### src/rtl/selective_repeat_receive_window_defines.svh
// ----------------------------------------------------------------------------
// srrw assertion macros
// shared assertion forms for the receive window, clocked on clk, reset arst_n
// ----------------------------------------------------------------------------
`ifndef SELECTIVE_REPEAT_RECEIVE_WINDOW_DEFINES_SVH
`define SELECTIVE_REPEAT_RECEIVE_WINDOW_DEFINES_SVH

// same-cycle implication
`define SRRW_ASSERT_IMPL(label, ante, cons, msg) \
	label: assert property (@(posedge clk) disable iff (!arst_n) (ante) |-> (cons)) \
		else $error(msg);

// next-cycle implication
`define SRRW_ASSERT_NEXT(label, ante, cons, msg) \
	label: assert property (@(posedge clk) disable iff (!arst_n) (ante) |=> (cons)) \
		else $error(msg);

`endif

### src/rtl/srrw_pkg.sv
// ----------------------------------------------------------------------------
// srrw_pkg
// shared codes, defaults and state encoding of the receive window
// ----------------------------------------------------------------------------
package srrw_pkg;

	// parameter defaults
	localparam int DEF_MAX_WINDOW    = 8;
	localparam int DEF_SEGMENT_BYTES = 1024;
	localparam int DEF_TAG_BITS      = 16;

	// packet kinds
	localparam logic [1:0] KIND_SYN = 2'd0;
	localparam logic [1:0] KIND_DAT = 2'd1;
	localparam logic [1:0] KIND_FIN = 2'd2;
	localparam logic [1:0] KIND_RST = 2'd3;

	// result kinds
	localparam logic [1:0] RES_ACK     = 2'd0;
	localparam logic [1:0] RES_DELIVER = 2'd1;
	localparam logic [1:0] RES_CLOSE   = 2'd2;

	// back-end sequencer
	typedef enum logic [8:0] {
		ST_IDLE   = 9'b000000001,
		ST_EXEC   = 9'b000000010,
		ST_DIV    = 9'b000000100,
		ST_APPLY  = 9'b000001000,
		ST_WALK   = 9'b000010000,
		ST_FINISH = 9'b000100000,
		ST_DELIV  = 9'b001000000,
		ST_CLOSE  = 9'b010000000,
		ST_DONE   = 9'b100000000
	} state_t;

endpackage

### src/rtl/selective_repeat_receive_window.sv
// ----------------------------------------------------------------------------
// selective_repeat_receive_window
// receive side of a selective-repeat link: reorder window, acks, delivery
// ----------------------------------------------------------------------------
// An item is taken when start is high and busy is low; a two-entry queue lets
// two items wait while the sequencer works. Results appear one per cycle on
// the result ports, marked by res_valid for one cycle each, and must be taken
// as they come. The sequencer picks an item up from the queue in ST_IDLE. A
// SYN or a FIN that does not close goes from ST_EXEC to ST_DONE; a closing
// FIN or an RST goes on to ST_DELIV. A data item may step through ST_DIV for
// each window slot that the offset search steps over, then ST_APPLY, ST_WALK
// for each ack of the in-order walk, ST_FINISH, ST_DELIV for each delivered
// slot and ST_CLOSE when the link closes. Offset search and slot walk are
// sequential. The last result of an item leaves in the cycle after ST_DONE.
// The window state needs no clearing pass after reset.
module selective_repeat_receive_window import srrw_pkg::*; #(
	parameter int MAX_WINDOW    = DEF_MAX_WINDOW,
	parameter int SEGMENT_BYTES = DEF_SEGMENT_BYTES,
	parameter int TAG_BITS      = DEF_TAG_BITS
) (
	input  logic                clk,
	input  logic                arst_n,
	input  logic                start,
	output logic                busy,
	input  logic [1:0]          kind,
	input  logic [31:0]         seq_number,
	input  logic [10:0]         payload_length,
	input  logic [3:0]          window_slots,
	input  logic [TAG_BITS-1:0] payload_tag,
	output logic                res_valid,
	output logic [1:0]          kind_res,
	output logic [31:0]         ack_number,
	output logic                repeated_ack,
	output logic [TAG_BITS-1:0] out_tag,
	output logic [10:0]         out_length,
	output logic                last
);

	localparam int WIN_W = $clog2(MAX_WINDOW + 1);

	logic                q_valid;
	logic                q_pop;
	logic [1:0]          q_kind;
	logic [31:0]         q_seq;
	logic [10:0]         q_len;
	logic [WIN_W-1:0]    q_win;
	logic [TAG_BITS-1:0] q_tag;

	// accept, clamp and queue
	srrw_front #(
		.MAX_WINDOW(MAX_WINDOW),
		.TAG_BITS  (TAG_BITS)
	) u_front (
		.clk           (clk),
		.arst_n        (arst_n),
		.start         (start),
		.busy          (busy),
		.kind          (kind),
		.seq_number    (seq_number),
		.payload_length(payload_length),
		.window_slots  (window_slots),
		.payload_tag   (payload_tag),
		.q_valid       (q_valid),
		.q_pop         (q_pop),
		.q_kind        (q_kind),
		.q_seq         (q_seq),
		.q_len         (q_len),
		.q_win         (q_win),
		.q_tag         (q_tag)
	);

	// window sequencer
	srrw_back #(
		.MAX_WINDOW   (MAX_WINDOW),
		.SEGMENT_BYTES(SEGMENT_BYTES),
		.TAG_BITS     (TAG_BITS)
	) u_back (
		.clk         (clk),
		.arst_n      (arst_n),
		.q_valid     (q_valid),
		.q_pop       (q_pop),
		.q_kind      (q_kind),
		.q_seq       (q_seq),
		.q_len       (q_len),
		.q_win       (q_win),
		.q_tag       (q_tag),
		.res_valid   (res_valid),
		.kind_res    (kind_res),
		.ack_number  (ack_number),
		.repeated_ack(repeated_ack),
		.out_tag     (out_tag),
		.out_length  (out_length),
		.last        (last)
	);

endmodule

### src/rtl/srrw_front.sv
// ----------------------------------------------------------------------------
// srrw_front
// accepts items, clamps the announced window size and queues them
// ----------------------------------------------------------------------------
module srrw_front import srrw_pkg::*; #(
	parameter int MAX_WINDOW = DEF_MAX_WINDOW,
	parameter int TAG_BITS   = DEF_TAG_BITS,
	localparam int WIN_W     = $clog2(MAX_WINDOW + 1)
) (
	input  logic                clk,
	input  logic                arst_n,
	input  logic                start,
	output logic                busy,
	input  logic [1:0]          kind,
	input  logic [31:0]         seq_number,
	input  logic [10:0]         payload_length,
	input  logic [3:0]          window_slots,
	input  logic [TAG_BITS-1:0] payload_tag,
	output logic                q_valid,
	input  logic                q_pop,
	output logic [1:0]          q_kind,
	output logic [31:0]         q_seq,
	output logic [10:0]         q_len,
	output logic [WIN_W-1:0]    q_win,
	output logic [TAG_BITS-1:0] q_tag
);

	logic [1:0]          kind_q [2];
	logic [31:0]         seq_q  [2];
	logic [10:0]         len_q  [2];
	logic [WIN_W-1:0]    win_q  [2];
	logic [TAG_BITS-1:0] tag_q  [2];
	logic [1:0]          count_q;
	logic                wr_q;
	logic                rd_q;
	logic                push;
	logic [WIN_W-1:0]    win_c;

	// clamp announced window size to 1..MAX_WINDOW
	always_comb begin
		if (window_slots == 4'd0) begin
			win_c = WIN_W'(1);
		end else if (32'(window_slots) > 32'(MAX_WINDOW)) begin
			win_c = WIN_W'(MAX_WINDOW);
		end else begin
			win_c = WIN_W'(window_slots);
		end
	end

	assign push    = start && !busy;
	assign busy    = (count_q == 2'd2);
	assign q_valid = (count_q != 2'd0);
	assign q_kind  = kind_q[rd_q];
	assign q_seq   = seq_q[rd_q];
	assign q_len   = len_q[rd_q];
	assign q_win   = win_q[rd_q];
	assign q_tag   = tag_q[rd_q];

	// queue pointers and fill count
	always_ff @(posedge clk or negedge arst_n) begin
		if (!arst_n) begin
			count_q <= 2'd0;
			wr_q    <= 1'b0;
			rd_q    <= 1'b0;
		end else begin
			if (push) begin
				wr_q <= ~wr_q;
			end
			if (q_pop) begin
				rd_q <= ~rd_q;
			end
			if (push && !q_pop) begin
				count_q <= count_q + 2'd1;
			end else if (!push && q_pop) begin
				count_q <= count_q - 2'd1;
			end
		end
	end

	// queue storage
	always_ff @(posedge clk) begin
		if (push) begin
			kind_q[wr_q] <= kind;
			seq_q[wr_q]  <= seq_number;
			len_q[wr_q]  <= payload_length;
			win_q[wr_q]  <= win_c;
			tag_q[wr_q]  <= payload_tag;
		end
	end

endmodule

### src/rtl/srrw_back.sv
// ----------------------------------------------------------------------------
// srrw_back
// window state, slot store and the sequencer that issues at most one result a cycle
// ----------------------------------------------------------------------------
`include "selective_repeat_receive_window_defines.svh"

module srrw_back import srrw_pkg::*; #(
	parameter int MAX_WINDOW    = DEF_MAX_WINDOW,
	parameter int SEGMENT_BYTES = DEF_SEGMENT_BYTES,
	parameter int TAG_BITS      = DEF_TAG_BITS,
	localparam int WIN_W        = $clog2(MAX_WINDOW + 1),
	localparam int IDX_W        = (MAX_WINDOW > 1) ? $clog2(MAX_WINDOW) : 1
) (
	input  logic                clk,
	input  logic                arst_n,
	input  logic                q_valid,
	output logic                q_pop,
	input  logic [1:0]          q_kind,
	input  logic [31:0]         q_seq,
	input  logic [10:0]         q_len,
	input  logic [WIN_W-1:0]    q_win,
	input  logic [TAG_BITS-1:0] q_tag,
	output logic                res_valid,
	output logic [1:0]          kind_res,
	output logic [31:0]         ack_number,
	output logic                repeated_ack,
	output logic [TAG_BITS-1:0] out_tag,
	output logic [10:0]         out_length,
	output logic                last
);

	localparam logic [31:0]      SEG  = 32'(SEGMENT_BYTES);
	localparam logic [WIN_W-1:0] WMAX = WIN_W'(MAX_WINDOW);

	state_t state_q;

	// current item
	logic [1:0]          kind_q;
	logic [31:0]         seq_q;
	logic [10:0]         len_q;
	logic [WIN_W-1:0]    win_q;
	logic [TAG_BITS-1:0] tag_q;

	// window state
	logic [MAX_WINDOW-1:0] valid_q;
	logic [31:0]           slot_seq_q [MAX_WINDOW];
	logic [10:0]           slot_len_q [MAX_WINDOW];
	logic [TAG_BITS-1:0]   slot_tag_q [MAX_WINDOW];
	logic [WIN_W-1:0]      wsize_q;
	logic [31:0]           base_q;
	logic [31:0]           cum_q;
	logic                  fin_known_q;
	logic [31:0]           fin_seq_q;
	logic                  mav_q;
	logic [31:0]           mas_q;

	// sequencer working registers
	logic [31:0]      off_q;
	logic [WIN_W-1:0] idx_q;
	logic [WIN_W-1:0] ptr_q;
	logic [WIN_W-1:0] lim_q;
	logic             close_q;

	// pending result, held back until the next result or the end of the item shows whether it is the last
	logic                pend_q;
	logic [1:0]          pkind_q;
	logic [31:0]         pack_q;
	logic                prep_q;
	logic [TAG_BITS-1:0] ptag_q;
	logic [10:0]         plen_q;

	// generated result this cycle
	logic                gen_v;
	logic                gen_is_ack;
	logic [1:0]          gen_kind;
	logic [31:0]         gen_ack;
	logic [TAG_BITS-1:0] gen_tag;
	logic [10:0]         gen_len;
	logic                gen_rep;

	logic [IDX_W-1:0] ptr_i;
	logic             walk_ok;
	logic             deliv_ok;
	logic             fin_hit;
	logic [31:0]      slot_end;

	assign ptr_i    = ptr_q[IDX_W-1:0];
	assign walk_ok  = (ptr_q < win_q) && valid_q[ptr_i];
	assign deliv_ok = (ptr_q < lim_q) && (ptr_q < wsize_q) && valid_q[ptr_i];
	assign fin_hit  = fin_known_q && (cum_q == fin_seq_q);
	assign slot_end = slot_seq_q[ptr_i] + 32'(slot_len_q[ptr_i]);
	assign q_pop    = (state_q == ST_IDLE) && q_valid;

	// result generation
	always_comb begin
		gen_v      = 1'b0;
		gen_is_ack = 1'b1;
		gen_kind   = RES_ACK;
		gen_ack    = 32'd0;
		gen_tag    = '0;
		gen_len    = 11'd0;
		unique case (state_q)
			ST_EXEC: begin
				if (kind_q == KIND_SYN) begin
					gen_v   = 1'b1;
					gen_ack = seq_q;
				end
			end
			ST_DIV: begin
				if (off_q >= SEG && (idx_q + WIN_W'(1)) == win_q) begin
					gen_v   = 1'b1;
					gen_ack = seq_q + SEG;
				end
			end
			ST_APPLY: begin
				if (seq_q == cum_q) begin
					gen_v   = 1'b1;
					gen_ack = seq_q + 32'(len_q);
				end else if (seq_q < cum_q) begin
					gen_v   = 1'b1;
					gen_ack = seq_q + SEG;
				end
			end
			ST_WALK: begin
				if (walk_ok) begin
					gen_v   = 1'b1;
					gen_ack = slot_end;
				end
			end
			ST_DELIV: begin
				if (deliv_ok) begin
					gen_v      = 1'b1;
					gen_is_ack = 1'b0;
					gen_kind   = RES_DELIVER;
					gen_tag    = slot_tag_q[ptr_i];
					gen_len    = slot_len_q[ptr_i];
				end
			end
			ST_CLOSE: begin
				gen_v    = 1'b1;
				gen_kind = RES_CLOSE;
			end
			ST_IDLE, ST_FINISH, ST_DONE: begin
			end
			default: begin
			end
		endcase
		gen_rep = gen_is_ack && mav_q && (gen_ack < mas_q);
	end

	// control state
	always_ff @(posedge clk or negedge arst_n) begin
		if (!arst_n) begin
			state_q     <= ST_IDLE;
			valid_q     <= '0;
			wsize_q     <= '0;
			base_q      <= 32'd0;
			cum_q       <= 32'd0;
			fin_known_q <= 1'b0;
			fin_seq_q   <= 32'd0;
			mav_q       <= 1'b0;
			mas_q       <= 32'd0;
			pend_q      <= 1'b0;
			res_valid   <= 1'b0;
			close_q     <= 1'b0;
		end else begin
			// highest ack tracking
			if (gen_v && gen_is_ack && !gen_rep) begin
				mas_q <= gen_ack;
				mav_q <= 1'b1;
			end

			// output staging
			res_valid <= pend_q && (gen_v || state_q == ST_DONE);
			if (gen_v) begin
				pend_q <= 1'b1;
			end else if (state_q == ST_DONE) begin
				pend_q <= 1'b0;
			end

			unique case (state_q)
				ST_IDLE: begin
					if (q_valid) begin
						state_q <= ST_EXEC;
					end
				end
				ST_EXEC: begin
					unique case (kind_q)
						KIND_SYN: begin
							valid_q     <= '0;
							wsize_q     <= '0;
							base_q      <= 32'd0;
							cum_q       <= 32'd0;
							fin_known_q <= 1'b0;
							fin_seq_q   <= 32'd0;
							state_q     <= ST_DONE;
						end
						KIND_DAT: begin
							if (win_q != wsize_q) begin
								wsize_q <= win_q;
								valid_q <= '0;
							end
							state_q <= ST_DIV;
						end
						KIND_FIN: begin
							fin_seq_q   <= seq_q;
							fin_known_q <= 1'b1;
							close_q     <= 1'b1;
							state_q     <= (seq_q == cum_q) ? ST_DELIV : ST_DONE;
						end
						KIND_RST: begin
							close_q <= 1'b1;
							state_q <= ST_DELIV;
						end
						default: begin
							state_q <= ST_DONE;
						end
					endcase
				end
				ST_DIV: begin
					if (off_q >= SEG) begin
						if ((idx_q + WIN_W'(1)) == win_q) begin
							state_q <= ST_DONE;
						end
					end else begin
						valid_q[idx_q[IDX_W-1:0]] <= 1'b1;
						state_q <= ST_APPLY;
					end
				end
				ST_APPLY: begin
					if (seq_q == cum_q) begin
						cum_q   <= seq_q + 32'(len_q);
						state_q <= ST_WALK;
					end else begin
						state_q <= ST_FINISH;
					end
				end
				ST_WALK: begin
					if (walk_ok) begin
						cum_q <= slot_end;
					end else begin
						state_q <= ST_FINISH;
					end
				end
				ST_FINISH: begin
					if (fin_hit) begin
						close_q <= 1'b1;
						state_q <= ST_DELIV;
					end else if (ptr_q == win_q) begin
						close_q <= 1'b0;
						state_q <= ST_DELIV;
					end else begin
						state_q <= ST_DONE;
					end
				end
				ST_DELIV: begin
					if (!deliv_ok) begin
						if (close_q) begin
							state_q <= ST_CLOSE;
						end else begin
							valid_q <= '0;
							base_q  <= cum_q;
							state_q <= ST_DONE;
						end
					end
				end
				ST_CLOSE: begin
					valid_q     <= '0;
					wsize_q     <= '0;
					base_q      <= 32'd0;
					cum_q       <= 32'd0;
					fin_known_q <= 1'b0;
					fin_seq_q   <= 32'd0;
					close_q     <= 1'b0;
					state_q     <= ST_DONE;
				end
				ST_DONE: begin
					state_q <= ST_IDLE;
				end
				default: begin
					state_q <= ST_IDLE;
				end
			endcase
		end
	end

	// item, slot payload and working registers
	always_ff @(posedge clk) begin
		if (q_pop) begin
			kind_q <= q_kind;
			seq_q  <= q_seq;
			len_q  <= q_len;
			win_q  <= q_win;
			tag_q  <= q_tag;
			ptr_q  <= '0;
			lim_q  <= WMAX;
		end
		if (state_q == ST_EXEC) begin
			off_q <= seq_q - base_q;
			idx_q <= '0;
		end
		if (state_q == ST_DIV && off_q >= SEG) begin
			off_q <= off_q - SEG;
			idx_q <= idx_q + WIN_W'(1);
		end
		if (state_q == ST_APPLY) begin
			slot_seq_q[idx_q[IDX_W-1:0]] <= seq_q;
			slot_len_q[idx_q[IDX_W-1:0]] <= len_q;
			slot_tag_q[idx_q[IDX_W-1:0]] <= tag_q;
			ptr_q <= (seq_q == cum_q) ? idx_q + WIN_W'(1) : idx_q;
		end
		if (state_q == ST_WALK && walk_ok) begin
			ptr_q <= ptr_q + WIN_W'(1);
		end
		if (state_q == ST_FINISH) begin
			ptr_q <= '0;
			if (fin_hit) begin
				lim_q <= (ptr_q == win_q) ? win_q : ptr_q + WIN_W'(1);
			end else begin
				lim_q <= win_q;
			end
		end
		if (state_q == ST_DELIV && deliv_ok) begin
			ptr_q <= ptr_q + WIN_W'(1);
		end
		// pending result and output register
		if (gen_v) begin
			pkind_q <= gen_kind;
			pack_q  <= gen_ack;
			prep_q  <= gen_rep;
			ptag_q  <= gen_tag;
			plen_q  <= gen_len;
		end
		if (gen_v || state_q == ST_DONE) begin
			kind_res     <= pkind_q;
			ack_number   <= pack_q;
			repeated_ack <= prep_q;
			out_tag      <= ptag_q;
			out_length   <= plen_q;
			last         <= !gen_v;
		end
	end

	// checks
	`SRRW_ASSERT_IMPL(a_pop_idle, q_pop, state_q == ST_IDLE && !pend_q, "pop while busy")
	`SRRW_ASSERT_IMPL(a_deliv_zero, res_valid && kind_res == RES_DELIVER,
		ack_number == 32'd0 && !repeated_ack, "delivery carries an ack")
	`SRRW_ASSERT_IMPL(a_close_last, res_valid && kind_res == RES_CLOSE,
		last && ack_number == 32'd0, "closing ack not last")
	`SRRW_ASSERT_NEXT(a_done_idle, state_q == ST_DONE, state_q == ST_IDLE && !pend_q,
		"done did not return to idle")

endmodule

### config.mk
export PLATFORM = sky130hd
export DESIGN_NAME = selective_repeat_receive_window
export DESIGN_NICKNAME = d
export VERILOG_FILES = /design/src/rtl/srrw_pkg.sv /design/src/rtl/selective_repeat_receive_window.sv /design/src/rtl/srrw_front.sv /design/src/rtl/srrw_back.sv
export VERILOG_INCLUDE_DIRS = /design/src /design/src/rtl
export SDC_FILE = /design/constraint.sdc
export NUM_CORES = 1
export LEC_CHECK = 0
export ABC_AREA = 1
export BUFFER_PORTS_ARGS = -buffer_cell sky130_fd_sc_hd__buf_2
export CELL_PAD_IN_SITES_DETAIL_PLACEMENT = 0
export CELL_PAD_IN_SITES_GLOBAL_PLACEMENT = 2
export CORE_MARGIN = 2
export CORE_UTILIZATION = 40
export CTS_CLUSTER_SIZE = 24
export DETAILED_ROUTE_END_ITERATION = 8
export GPL_TIMING_DRIVEN = 1
export PLACE_DENSITY_LB_ADDON = 0.05
export SKIP_LAST_GASP = 1
export SLEW_MARGIN = 10
export SYNTH_ARGS = -nofsm -noshare
export SYNTH_HDL_FRONTEND = slang
export SYNTH_HIERARCHICAL = 1
export SYNTH_SLANG_ARGS = --single-unit
### constraint.sdc
create_clock -name clk -period 6.9 [get_ports clk]
set_input_delay 0.69 -clock clk [delete_from_list [all_inputs] [get_ports clk]]
set_output_delay 0.69 -clock clk [all_outputs]
set_load 0.03 [all_outputs]
# [Word level (Yosys, flattened, before mapping)]
# Memories as Yosys holds them, arrays and structs flattened. A register that Yosys moved wholly into a read port is not among the register bits.
# Index checks and enable logic that the tools add are counted.
[word_totals] reg_bits=311 mem_bits_rw=602 inputBits=68 output_inout_bits=65 word_cells=221 mem_count=8
[memory_table] name="u_back.slot_seq_q" words=8 width=32 read_ports=1 rd_ports_with_merged_regs=1 write_ports=1 line="srrw_back.sv:46" source="logic [31:0] slot_seq_q [MAX_WINDOW];"
[memory_table] name="u_back.slot_tag_q" words=8 width=16 read_ports=1 rd_ports_with_merged_regs=1 write_ports=1 line="srrw_back.sv:48" source="logic [TAG_BITS-1:0] slot_tag_q [MAX_WINDOW];"
[memory_table] name="u_back.slot_len_q" words=8 width=11 read_ports=1 rd_ports_with_merged_regs=1 write_ports=1 line="srrw_back.sv:47" source="logic [10:0] slot_len_q [MAX_WINDOW];"
[memory_table] name="u_front.seq_q" words=2 width=32 read_ports=1 rd_ports_with_merged_regs=1 write_ports=1 line="srrw_front.sv:29" source="logic [31:0] seq_q [2];"
[memory_table] name="u_front.tag_q" words=2 width=16 read_ports=1 rd_ports_with_merged_regs=1 write_ports=1 line="srrw_front.sv:32" source="logic [TAG_BITS-1:0] tag_q [2];"
[memory_table] name="u_front.len_q" words=2 width=11 read_ports=1 rd_ports_with_merged_regs=1 write_ports=1 line="srrw_front.sv:30" source="logic [10:0] len_q [2];"
[memory_table] name="+2 memories"
[op_classes] add_sub_neg=9 order_cmp=10 n_eq_ne=32 muxes=83 n_bitwise=3 reduce_logical=47
[op_table] operator="2-to-1 mux 32 bit" count=12
[op_table] operator="case mux 32 bit (4 select lines)" count=2
[op_table] operator="case mux 32 bit (2 select lines)" count=2
[op_table] operator="case mux 32 bit (3 select lines)" count=1
[op_table] operator="2-to-1 mux 9 bit" count=9
[op_table] operator="case mux 9 bit (8 select lines)" count=1
[op_table] operator="adder 32 x 11 -> 32 bit" count=2
[op_table] operator="equality test 32 bit" count=2
[op_table] operator="< comparator 32 bit" count=2
[op_table] operator="2-to-1 mux 4 bit" count=15
[op_table] operator="case mux 9 bit (4 select lines)" count=1
[op_table] operator="adder 32 x 11 -> 32 bit (second input constant)" count=1
[op_table] operator=">= comparator 32 x 11 -> 1 bit (second input constant)" count=1
[op_table] operator="2-to-1 mux 8 bit" count=4
[op_table] operator="case mux 8 bit (4 select lines)" count=1
[op_table] operator="subtractor 32 x 11 -> 32 bit (second input constant)" count=1
[op_table] operator="subtractor 32 bit" count=1
[op_table] operator="2-to-1 mux 1 bit" count=20
[op_table] operator="logical AND 1 bit" count=18
[op_table] operator="case mux 4 bit (2 select lines)" count=2
[op_table] operator="case mux 8 bit (2 select lines)" count=1
[op_table] operator="< comparator 4 bit" count=3
[op_table] operator="!= test 3 x 2 -> 1 bit (second input constant)" count=4
[op_table] operator="AND reduction 4 bit" count=3
[op_table] operator="other kinds (45)" count=75

# [Logic depth before layout (Yosys ltp)]
[logic_depth] ltp_word=9 ltp_mapped=41

# [By module]
# Netlist, hierarchy kept.
[by_module_without_submodules] module="srrw_back" instances=1 cells_per_inst=3788 area_per_inst_um2=40269.9 seq_area_each_um2=25115.3
[by_module_without_submodules] module="srrw_front" instances=1 cells_per_inst=240 area_per_inst_um2=5107.4 seq_area_each_um2=4003.8

# [Worst setup path before layout]
# OpenSTA, ideal clock, no wires.
[synth_path] path_type="flip-flop to flip-flop" startpoint="register with a tool-made name" endpoint="register u_back.prep_q, data pin" setup_time_ps=252 arrival_time_ps=5465 required_time_ps=6648 setup_slack_ps=1183 stages_incl_launch_ff=36 n_path_buf=8 cell_sequence="dfxtp_1 buf_4 buf_4 buf_4 buf_2 buf_2 clkbuf_1 clkbuf_1 nor2_1 nor2_1 o21ai_0 a31oi_1 ha_1 inv_1 fa_1 inv_1 nand3_1 o2111ai_1 nand2_1 nand2_1 nand2_1 nor2_1 nand2_1 nor2_2 nand3_1 xor2_1 a21oi_1 nand2_1 ha_1 nand2_1 or4_1 nor4_1 nand2_1 nand2_2 buf_4 inv_1"
[synth_rtl] item="end signal: assignment" line="srrw_back.sv:330" source="prep_q <= gen_rep;"
[synth_rtl] item="end: declaration" line="srrw_back.sv:68" source="logic prep_q;"

==> impl_metrics.json <==
{
  "status": "complete, no violations",
  "synth_mux_area_frac": 0.0197,
  "synthDistinctLibCells": 77,
  "pin_count": 133,
  "r2r_slack_ns": 0.78,
  "critPathTopFamily": "simple AND/OR/NAND/NOR gates",
  "endpoint": "u_back/mas_q[13]",
  "rows": 123,
  "swShare": 0.419,
  "via_count": 31200,
  "grt_max_degree": 173,
  "fmax_mhz": 163,
  "drive_gt1_frac": 0.129,
  "async_reset_ff_frac": 0.158,
  "netlist.area_leader.share": 0.553,
  "fin_crit_sh": 0.888,
  "grt_overflow_total": 0,
  "worst_pin_slew_ns": 1.04,
  "place_hpwl_um": 98400,
  "place_inst": 5617,
  "sequentialPowerShare": 0.359,
  "place_ws_ns": 0.805,
  "rr_worst_depth": 30,
  "ant_nets": 0,
  "first_iter_violations": 2625,
  "synthXorXnorAreaFrac": 0.0212,
  "dieArea_mm2": 0.116,
  "path_clk_slew_ns": 0.06,
  "cts.sinks": 997,
  "drc": 0,
  "cp-start-kind": "register",
  "p_sw_mw": 10.6,
  "finalSetupTns_ns": 0,
  "endpoint_kind": "register",
  "syn2layout_area_growth_pct": 14.1,
  "yosysSeqAreaShare": 0.642,
  "cap_violations": 0,
  "clkPwrFrac": 0.233,
  "grt_usage": 0.250,
  "synth-adder-area-share": 0.0377,
  "final.setup_skew_ns": 0.0409,
  "cp_slowest_cell": "or4_1",
  "antenna_found_initial": 3,
  "clk_latency_ns": 0.72,
  "core_mm2": 0.112,
  "p_leak_nw": 19.9,
  "timing.final.crit_period_ns": 6.12,
  "ys.flop_type": "edfxtp_1",
  "powerDensity_mw_per_mm2": 489,
  "die_w_um": 341,
  "cts_buffers": 106,
  "syn_avg_cell_area_um2": 11.3,
  "synth-simple-area-share": 0.119,
  "critPathBufInv": 4,
  "hold_class": "input port to register",
  "routed_wl_um": 145000,
  "die_y_um": 341,
  "whs_ns": 0.167,
  "synth_edf_count": 836,
  "power_frac_comb": 0.408,
  "r2r_end": "u_back/mas_q[13]",
  "critPathMaxFanout": 172,
  "grt_pass1_vias": 30700,
  "synth-compound-area-share": 0.113,
  "drtPass1Iterations": 6,
  "fin_nets": 4429,
  "htree_num_levels": 3,
  "irDropWorstVdd_uv": 479,
  "synth_seq_cells": 997,
  "internal_power_mw": 14.7,
  "clockBufferDepth": 3,
  "place.gp.congestion": 0.928,
  "grt_pass1_wl_um": 213000,
  "utilization": 0.460,
  "synthCells": 4028,
  "syn-num-nets": 4231,
  "drv_slew": 0,
  "viasPerCell": 5.35,
  "worstPathArrival_ns": 6.77,
  "setup_viol": 0,
  "final.setup.worst_slack_ns": 0.776,
  "start_util": 0.403,
  "path_depth": 30,
  "instances_no_fill": 5821,
  "synth_top_cells_by_area": "edfxtp_1, dfrtp_1, nand2_1",
  "port_buffers": 132,
  "synth_top_area_cell": "edfxtp_1",
  "rsz0062_at_grt": "false",
  "synth_top_family_by_area": "simple AND/OR/NAND/NOR gates",
  "hold_violations": 0,
  "relSlewSlack": 0.299,
  "cts-root-buf": "clkbuf_16",
  "cpMostUsedCell": "nand2_1",
  "cts_tree": "done",
  "critPathRequiredTime_ns": 7.54,
  "path_class": "register to register",
  "critical-path-max-stage-delay_ns": 0.51,
  "wl_per_cell_um": 24.9,
  "yosys_warnings": 6,
  "synth_area_mm2": 0.0454
}
==> worst min-delay path by stage <==
stage / from / end / slack [ns] / cells past startpoint
6_report: seq_number[17] / u_front/seq_q[1][17] / 0.17 / 1
4_1_cts: kind[1] / u_front/kind_q[0][1] / 0.11 / 1
2_1_floorplan: arst_n / u_back/base_q[0] / 0.39 / 0
5_1_grt: seq_number[17] / u_front/seq_q[0][17] / 0.13 / 1
3_5_place_dp: u_back/pack_q[0] / u_back/ack_number[0] / 0.40 / 0
3_3_place_gp: u_back/plen_q[6] / u_back/out_length[6] / 0.40 / 0
==> power groups by stage <==
stage / Sequential, mW / Clock [mW] / Combinational [mW]
after floorplan: 9.01 / 0 / 6.47
after global placement: 9.21 / 0 / 10.4
after detailed placement: 9.23 / 0 / 10.3
after CTS: 9.11 / 6.05 / 10.4
after global routing: 9.19 / 6.28 / 11.4
final: 9.09 / 5.91 / 10.3
==> flip-flops by register name, indices dropped and copies added, names as in the netlist, 9 cells and up, named ones only <==
| register | flops |
|---|---|
| u_back/ack_number | 32 |
| u_back/base_q | 32 |
| u_back/cum_q | 32 |
| u_back/fin_seq_q | 32 |
| u_back/len_q | 11 |
| u_back/mas_q | 32 |
| u_back/off_q | 32 |
| u_back/out_length | 11 |
| u_back/out_tag | 16 |
| u_back/pack_q | 32 |
| u_back/plen_q | 11 |
| u_back/ptag_q | 16 |
| u_back/seq_q | 32 |
| u_back/slot_len_q | 88 |
| u_back/slot_seq_q | 256 |
| u_back/slot_tag_q | 128 |
| u_back/state_q | 9 |
| u_back/tag_q | 16 |
| u_front/len_q | 22 |
| u_front/seq_q | 64 |
| u_front/tag_q | 32 |
==> cell families after synthesis <==
| group | after synthesis |
|---|---|
| DFF | 997 |
| muxes | 66 |
| xor gates and xnor gates | 110 |
| AOI/OAI and AO/OA | 900 |
| adders and majority gates | 135 |
| and+or+nand+nor | 1293 |
| buffers and inverters | 527 |
==> repair_timing <==
action	4_1_cts	5_1_grt
endpoints found under the hold margin	44	0
hold buffers	1	0
setup buffers	0	0
resized for setup	0	0
==> per-stage QoR <==
step	area, µm²	power, mW
floorplan	45400	15.5
global placement	48100	19.6
detailed placement	48100	19.5
CTS	51800	25.5
global route	51800	26.9
finish	51800	25.3
==> worst register-to-register path, delay by kind of cell, from the launching register on <==
kind	cells	cell delay, ns
xor gates and xnor gates	1	0.16
buffers and inverters	4	0.93
and+or+nand+nor	17	2.49
adders and majority gates	3	0.98
AOI/OAI and AO/OA	5	1.13
DFF	1	0.37
==> cell usage after synthesis, types with 5 or more instances <==
master	n
nand3_1	123
or2_2	11
a221oi_1	12
xor2_1	81
ha_1	132
nor2_2	13
edfxtp_1	836
mux2_2	25
inv_2	11
buf_4	14
o2111ai_1	10
a211oi_1	9
buf_1	12
dfrtp_1	157
a31oi_1	21
mux2_4	40
nor2_1	469
o211ai_1	7
a21oi_1	193
o21ai_1	26
clkbuf_1	86
o21ai_0	367
o221ai_1	11
o21a_1	14
a21boi_0	5
xnor2_1	29
a22oi_1	13
buf_2	23
nor3_1	36
o22ai_1	173
inv_1	365
nand2_2	7
nor4_1	15
nand2_1	571
o31ai_1	6
nand4_1	24
buf_6	11
==> layer usage <==
metal | GRT usage | part of all wire | vias up | wire [µm]
li1 | - | - | 14700 | -
met2 | 0.407 | 0.47 | 924 | 68200
met3 | 0.0333 | 0.049 | 204 | 7180
met1 | 0.350 | 0.45 | 15300 | 65600
met4 | 0.0705 | 0.029 | 0 | 4200
met5 | 0 | 0 | - | 0
==> placed cells by master (no fill, tap or decap), drive strengths merged, types with 65 or more instances in the layout <==
cell    netlist  layout
a21oi       194     194
buf          60     236
clkbuf       87     127
dfrtp       157     157
edfxtp      836     836
ha          132     132
inv         376     379
mux2         65      65
nand2       579     579
nand3       125     125
nor2        486     486
o21ai       397     397
o22ai       174     174
xor2         81      81
==> layout make-up <==
class                           instances  area (µm²)
Antenna cell                            1        2.50
Tap cell                             1500        1880
Timing Repair Buffer                  237        1500
Fill cell                           10500       60700
Sequential cell                       997       29100
Clock inverter                         75         861
Inverter                              380        1430
Multi-Input combinational cell       2504       14200
Clock buffer                          127        2770
Power figures use the tool's default switching activity.
